**src/rtl/core/assert_macros.svh**
```systemverilog
// Assertion macros shared by the spectral subtraction gain RTL.
// No dependencies; the checks compile away when SYNTH is defined.
`ifndef ASSERT_MACROS_SVH
`define ASSERT_MACROS_SVH
`ifndef SYNTH
`define SSG_ASSERT(lbl, clk, rstn, prop, msg) \
	lbl: assert property (@(posedge clk) disable iff (!rstn) prop) else $error(msg);
`define SSG_ASSERT_NR(lbl, clk, prop, msg) \
	lbl: assert property (@(posedge clk) prop) else $error(msg);
`else
`define SSG_ASSERT(lbl, clk, rstn, prop, msg)
`define SSG_ASSERT_NR(lbl, clk, prop, msg)
`endif
`endif

```
**src/rtl/core/ssg_sqrt_pipe.sv**
```systemverilog
// Pipelined integer square root, one root bit per register stage.
// Standalone; a sideband word travels with each transaction.
`default_nettype none
module ssg_sqrt_pipe #(
	parameter int RW  = 24,
	parameter int SBW = 8
) (
	input  wire logic            clk,
	input  wire logic            arst_n,
	input  wire logic            in_valid,
	input  wire logic [2*RW-1:0] rad_in,
	input  wire logic [SBW-1:0]  sb_in,
	output logic                 out_valid,
	output logic [RW-1:0]        root,
	output logic [SBW-1:0]       sb_out
);
	logic            v_s    [1:RW];
	logic [RW+1:0]   rem_s  [1:RW];
	logic [RW-1:0]   root_s [1:RW];
	logic [2*RW-1:0] rad_s  [1:RW];
	logic [SBW-1:0]  sb_s   [1:RW];

	for (genvar k = 0; k < RW; k++) begin : g_stage
		logic            v_c;
		logic [RW+1:0]   rem_c;
		logic [RW-1:0]   root_c;
		logic [2*RW-1:0] rad_c;
		logic [SBW-1:0]  sb_c;
		logic [RW+3:0]   full;
		logic [RW+3:0]   trial;
		logic [RW+3:0]   diff;
		logic            ge;

		if (k == 0) begin : g_first
			assign v_c    = in_valid;
			assign rem_c  = '0;
			assign root_c = '0;
			assign rad_c  = rad_in;
			assign sb_c   = sb_in;
		end else begin : g_next
			assign v_c    = v_s[k];
			assign rem_c  = rem_s[k];
			assign root_c = root_s[k];
			assign rad_c  = rad_s[k];
			assign sb_c   = sb_s[k];
		end

		assign full  = {rem_c, rad_c[2*RW-1 -: 2]};
		assign trial = {2'b00, root_c, 2'b01};
		assign diff  = full - trial;
		assign ge    = full >= trial;

		always_ff @(posedge clk or negedge arst_n) begin
			if (!arst_n) begin
				v_s[k+1] <= 1'b0;
			end else begin
				v_s[k+1] <= v_c;
			end
		end

		always_ff @(posedge clk) begin
			rem_s[k+1]  <= ge ? diff[RW+1:0] : full[RW+1:0];
			root_s[k+1] <= {root_c[RW-2:0], ge};
			rad_s[k+1]  <= {rad_c[2*RW-3:0], 2'b00};
			sb_s[k+1]   <= sb_c;
		end
	end

	assign out_valid = v_s[RW];
	assign root      = root_s[RW];
	assign sb_out    = sb_s[RW];
endmodule
`default_nettype wire

```
**config.mk**
```make
export PLATFORM = sky130hd
export DESIGN_NAME = ssg_sqrt_pipe
export DESIGN_NICKNAME = d
export VERILOG_FILES = /design/src/rtl/core/assert_macros.svh /design/src/rtl/core/ssg_sqrt_pipe.sv
export SDC_FILE = /design/constraint.sdc
export NUM_CORES = 2
export LEC_CHECK = 0
export BUFFER_PORTS_ARGS = -buffer_cell sky130_fd_sc_hd__clkbuf_2
export CAP_MARGIN = 20
export CORE_MARGIN = 5
export CORE_UTILIZATION = 40
export CTS_BUF_LIST = sky130_fd_sc_hd__clkbuf_8
export DETAILED_ROUTE_END_ITERATION = 16
export PLACE_DENSITY = 0.61
export RECOVER_POWER = 50
export SYNTH_ARGS = -nofsm -noshare
export SYNTH_HDL_FRONTEND = slang
export SYNTH_SLANG_ARGS = --single-unit
```
**constraint.sdc**
```tcl
create_clock -name clk -period 3.9 [get_ports clk]
set_clock_uncertainty 0.1 [all_clocks]
set_input_delay 0.78 -clock clk [delete_from_list [all_inputs] [get_ports clk]]
set_output_delay 0.78 -clock clk [all_outputs]
set_load 0.02 [all_outputs]
```
=== After elaboration in Yosys (flattened, before gate mapping) ===
Memories as Yosys holds them, arrays and structs flattened.
Cells that the tools add are included.

* Flip-flop bits (word level): 24
* RAM bits: 2496
* Input port bits: 59
* Output and inout bits: 33
* Word-level logic and storage cells: 100
* Memories kept: 4

* Add/subtract/negate cells: 24
* $lt $le $gt $ge: 24
* Muxes and demuxes: 24

{| class="wikitable"
|+ Memories
! memory !! depth !! bits a word !! read ports !! clocked after memory_dff !! write ports !! line !! text
|-
| rad_s || 24 || 46 || 23 || 0 || 24 || ssg_sqrt_pipe.sv:20 || <nowiki>logic [2*RW-1:0] rad_s [1:RW];</nowiki>
|-
| rem_s || 24 || 26 || 23 || 0 || 24 || ssg_sqrt_pipe.sv:18 || <nowiki>logic [RW+1:0] rem_s [1:RW];</nowiki>
|-
| root_s || 24 || 24 || 24 || 0 || 24 || ssg_sqrt_pipe.sv:19 || <nowiki>logic [RW-1:0] root_s [1:RW];</nowiki>
|-
| sb_s || 24 || 8 || 24 || 0 || 24 || ssg_sqrt_pipe.sv:21 || <nowiki>logic [SBW-1:0] sb_s [1:RW];</nowiki>
|}

{| class="wikitable"
|+ Operators by type and width
! cell !! number
|-
| $ge A28 B26 Y1 || 23
|-
| $mux W26 || 24
|-
| $sub A26 B26 Y26 || 23
|-
| $sub A2 B1 Y3 const B || 1
|-
| $ge A2 B1 Y1 const B || 1
|}

=== Logic depth before layout (Yosys ltp) ===
An unclocked memory read counts as a cell.

* Depth after elaboration: 3
* Depth in mapped cells: 13
* Gate-level depth less buffers: 12

=== Worst setup path after synthesis ===
Ideal clock, no wire load.

* Path type: register to register
* Start: register root_s[0][385] (netlist name)
* End: register rem_s[0][448] (netlist name)
* Library setup time: 121 ps
* Arrival time: 2833 ps
* Required time: 3679 ps
* Setup slack: 846 ps
* Stages on the path, launching flop included: 12
* Buffers on the path: 0
* Clock period less this slack: 3054 ps
* Cell sequence: dfxtp_1 inv_1 ha_1 o21ai_0 a21oi_1 o31a_1 o41ai_1 o21ai_0 a21bo_2 nor3b_2 inv_1 mux2_2

==> metrics.md <==
| Metric | Value |
|---|---|
| Status | finished, final reports clean |
| #FFs+latches synth | 1631 |
| Core area | ~140000 sq um |
| Slew HR | 35.0% |
| Total iterations of the first detailed-routing run | 5 |
| Clk slew on worst S/H paths | 60 ps |
| DRC | 0 |
| ANT nets after route | 0 |
| Switching Power | 11.4 mW |
| Switch share | between 20% and 30% |
| VDD IR max | roughly 350 uV |
| Share of total power in combinational logic | between 10% and 20% |
| Register Area | roughly 33000 sq um |
| Final Hold Vio Count | 0 |
| Clk buf depth | 4 |
| Vias/cell | between 4 and 5 |
| Internal power | 30.2 mW |
| Root buf cell | clkbuf_8 |
| Starting Density | 40.3% |
| CP startpoint | root_s[0][336] |
| Grt total ovfl | 0 |
| TritonCTS clock tree | built |
| Vias in the first global route | 35000 |
| Final Core Density | between 40 and 50% |
| Area of the multi-input gates | 20900 sq um |
| Largest net degree at the start of global routing | 47 |
| Design area | 64100 sq um |
| Endpoint of the worst setup timing path | rem_s[0][411] |
| DR WL/cell | 13.5 um |
| # H-tree levels | 5 |
| RSZ-0062 raised after global routing | false |
| All-Layer GR Usage | 13.8% |
| Die H | 382 um |
| Fin. max-slew vios | 0 |
| Setup TNS | 0 ps |
| Layout area overhead | 15.6% |
| Die X | between 300 and 400 um |
| Final wirelength | 102000 um |
| Initial antenna violation count | 1 |
| Dpl cell area | 58200 sq um |
| Cell Area, Synth | 55500 sq um |
| Max Cap Viol | 0 |
| FF-to-FF setup slack | 230 ps |
| Avg Cell Area, Syn | ~11 sq um |
| Synth async-reset ratio | 1.47% |
| Ratio of final minimum period to clock period | 94.0% |
| Clk Latency, worst-skew pair | 940 ps |
| Syn Inst Count | 5182 |
| CTS Sinks | between 1500 and 2000 |
| # nets final | 5957 |
| FF-to-FF path depth | 13 |
| Tmin final | around 3700 ps |
| Iteration-0 DRC Markers | 1859 |
| EDFF count, synth | 0 |
| CP max FO | 5 |
| First-pass GRT wire length | 170000 um |
| WP data arrival | between 4000 and 5000 ps |
| R2r startpoint | root_s[0][336] |
| Via count | 35600 |
| R2R Path End | rem_s[0][411] |
| Leak | around 30 nW |
| Cts bufs inserted | 283 |
| PD cells | around 650 nW/um^2 |
| Unique masters post-synth | 83 |
| Max frequency | roughly 0.27 GHz |
| Row count | about 140 |
| Hold WC Path Type | reg -> reg |
| Register area share after synthesis | 59.1% |
| Cts repair resizes | 0 |
| YS warnings | 0 |
| # fillers | about 13000 |
| Required @ worst endpoint | 4580 ps |
| Die area | 146000 sq um |
| CP Capture Type | flop |
| Post-synth net total | around 5600 |
| Flop pwr share | 50.7% |
| Gpl congestion | 0.878 |
| Final setup fails | 0 |
| I/O pin count | 92 |
| Dpl hpwl | about 73000 um |
| Clk network pwr share | 34.6% |
| I/O Buffers | slightly above 90 |
| Critical path startpoint category | flop |
| Min Hold Slack | 179 ps |
| Share of layout cells above drive strength 1 | 10.2% |
| WS Path Type | reg -> reg |
| Synth Flop Type | dfxtp_1 |
| Slew @ Worst Pin | 951 ps |
==> logic make-up after synthesis <==
logic type	after synthesis	synth area share (%)
flops	1631	59.1
simple gates	1297	11.6
compound gates	968	10.9
buf+inv	472	3.23
xor+xnor	451	7.12
fa+ha+maj	326	7.35
mux	36	0.715
other cells	1	0.00676
==> how the worst min path moves through the flow <==
stage,endpoint,from,slack [ps],cells past startpoint
floorplan,rad_s[0][1006],rad_s[0][958],210,0
global placement,rad_s[0][458],rad_s[0][410],210,0
detailed placement,rad_s[0][1008],rad_s[0][960],210,0
CTS,g_stage[21].v_c,arst_n,160,2
global route,g_stage[16].v_c,g_stage[15].v_c,190,0
finish,g_stage[16].v_c,g_stage[15].v_c,180,0
==> layout make-up <==
cell class                      count  share of cell area (%)
Antenna cell                        2                 0.00781
Sequential cell                  1631                    51.1
Clock buffer                      335                    7.19
Multi-Input combinational cell   3079                    32.7
Tap cell                         1794                    3.50
Inverter                          392                    2.30
Timing Repair Buffer              185                    2.06
Clock inverter                    128                    1.12
==> per-stage QoR <==
stage	instances	setup slack [ps]	total power [mW]
2_1_floorplan	5182	846	25.6
3_3_place_gp	7022	393	27.4
3_5_place_dp	7022	416	27.4
4_1_cts	7544	353	42.3
5_1_grt	7545	179	44.2
6_report	7546	235	41.6
==> routing by layer <==
| metal | share of wire, % | track usage [%] | vias up |
|---|---|---|---|
| li1 | - | - | 18400 |
| met1 | 47 | 18.0 | 16100 |
| met2 | 44 | 21.8 | 818 |
| met3 | 5.6 | 3.72 | 252 |
| met4 | 2.9 | 5.53 | 0 |
| met5 | 0 | 0 | - |
==> placed cells by master, fill, tap and decap left out, drive strengths merged, types with 15 or more instances in the layout <==
cell type and n:
nor4 66, o21bai 27, nor2b 49, nand3 85, a211oi 19, nand4 48, xor2 225, o31ai 26
inv 482, dfxtp 1607, a31oi 25, mux2 29, nor2 287, a21oi 281, ha 326, nand2b 72
xnor2 226, dfrtp 24, or3 58, nand2 348, o21ai 270, and2 15, a21o 125, or2 22
or4 31, dlygate4sd3 59, nor3 130, clkbuf 426, and3 35, clkinv 21, o21a 69, buf 35
==> power groups by stage <==
stage / logic (mW) / registers (mW) / clock network (mW)
3_5_place_dp: 6.02 / 21.4 / 0
2_1_floorplan: 4.85 / 20.8 / 0
4_1_cts: 6.11 / 21.1 / 15.1
5_1_grt: 6.90 / 21.4 / 15.9
6_report: 6.10 / 21.1 / 14.4
3_3_place_gp: 5.94 / 21.4 / 0
==> critical path, stage by stage, from the launching register on <==
cell and delay [ps]:
dfxtp_1 410, inv_1 70, ha_1 330, o21a_1 130
o21ai_0 220, and2_1 200, o22ai_1 110, o41ai_1 330
buf_4 210, nor3_1 50, a2111oi_0 850, buf_4 270
nand2b_1 70, xnor2_1 130
==> flip-flops by register name, indices dropped and copies added (netlist names) <==
name / count
g_stage.v_c: 23
sb_s: 192
out_valid: 1
rem_s: 563
root_s: 300
rad_s: 552
==> synth_stat cells (10+ instances only) <==
cell type  number  share of area [%]
a31oi_1        25               0.28
nand2_1       347                2.3
nand2b_1       72               0.81
or3_1          56               0.63
or2_2          22               0.25
nor3_1        128                1.2
inv_1         390                2.6
xnor2_1       226                3.6
nor4_1         65               0.73
a2111oi_0      10               0.16
and3_1         35               0.39
ha_1          326                7.4
clkbuf_1       66               0.45
nor3b_1        10               0.14
nand3_1        84               0.76
nand3b_1       13               0.18
a21boi_0       11               0.15
o21bai_1       27               0.37
a21oi_1       281                2.5
nor2_1        287                1.9
mux2_2         29               0.59
o31a_1         13               0.21
o31ai_1        26               0.35
dfrtp_1        24                1.1
o211ai_1       13               0.18
o21ai_0       267                2.4
nand4b_1       10               0.16
xor2_1        225                3.6
or4_1          30               0.41
and2_1         15               0.17
o21a_1         69               0.93
dfxtp_1      1607                 58
a21o_1        125                1.7
nor2b_1        49               0.55
nand4_1        48               0.54
a211oi_1       17               0.23
==> what timing repair did <==
item / 4_1_cts / 5_1_grt
buffers inserted: 0 / 0
hold buffers: 59 / 0
endpoints found under the hold margin: 82 / 0
No activity file was read; power rests on OpenSTA's default activity.
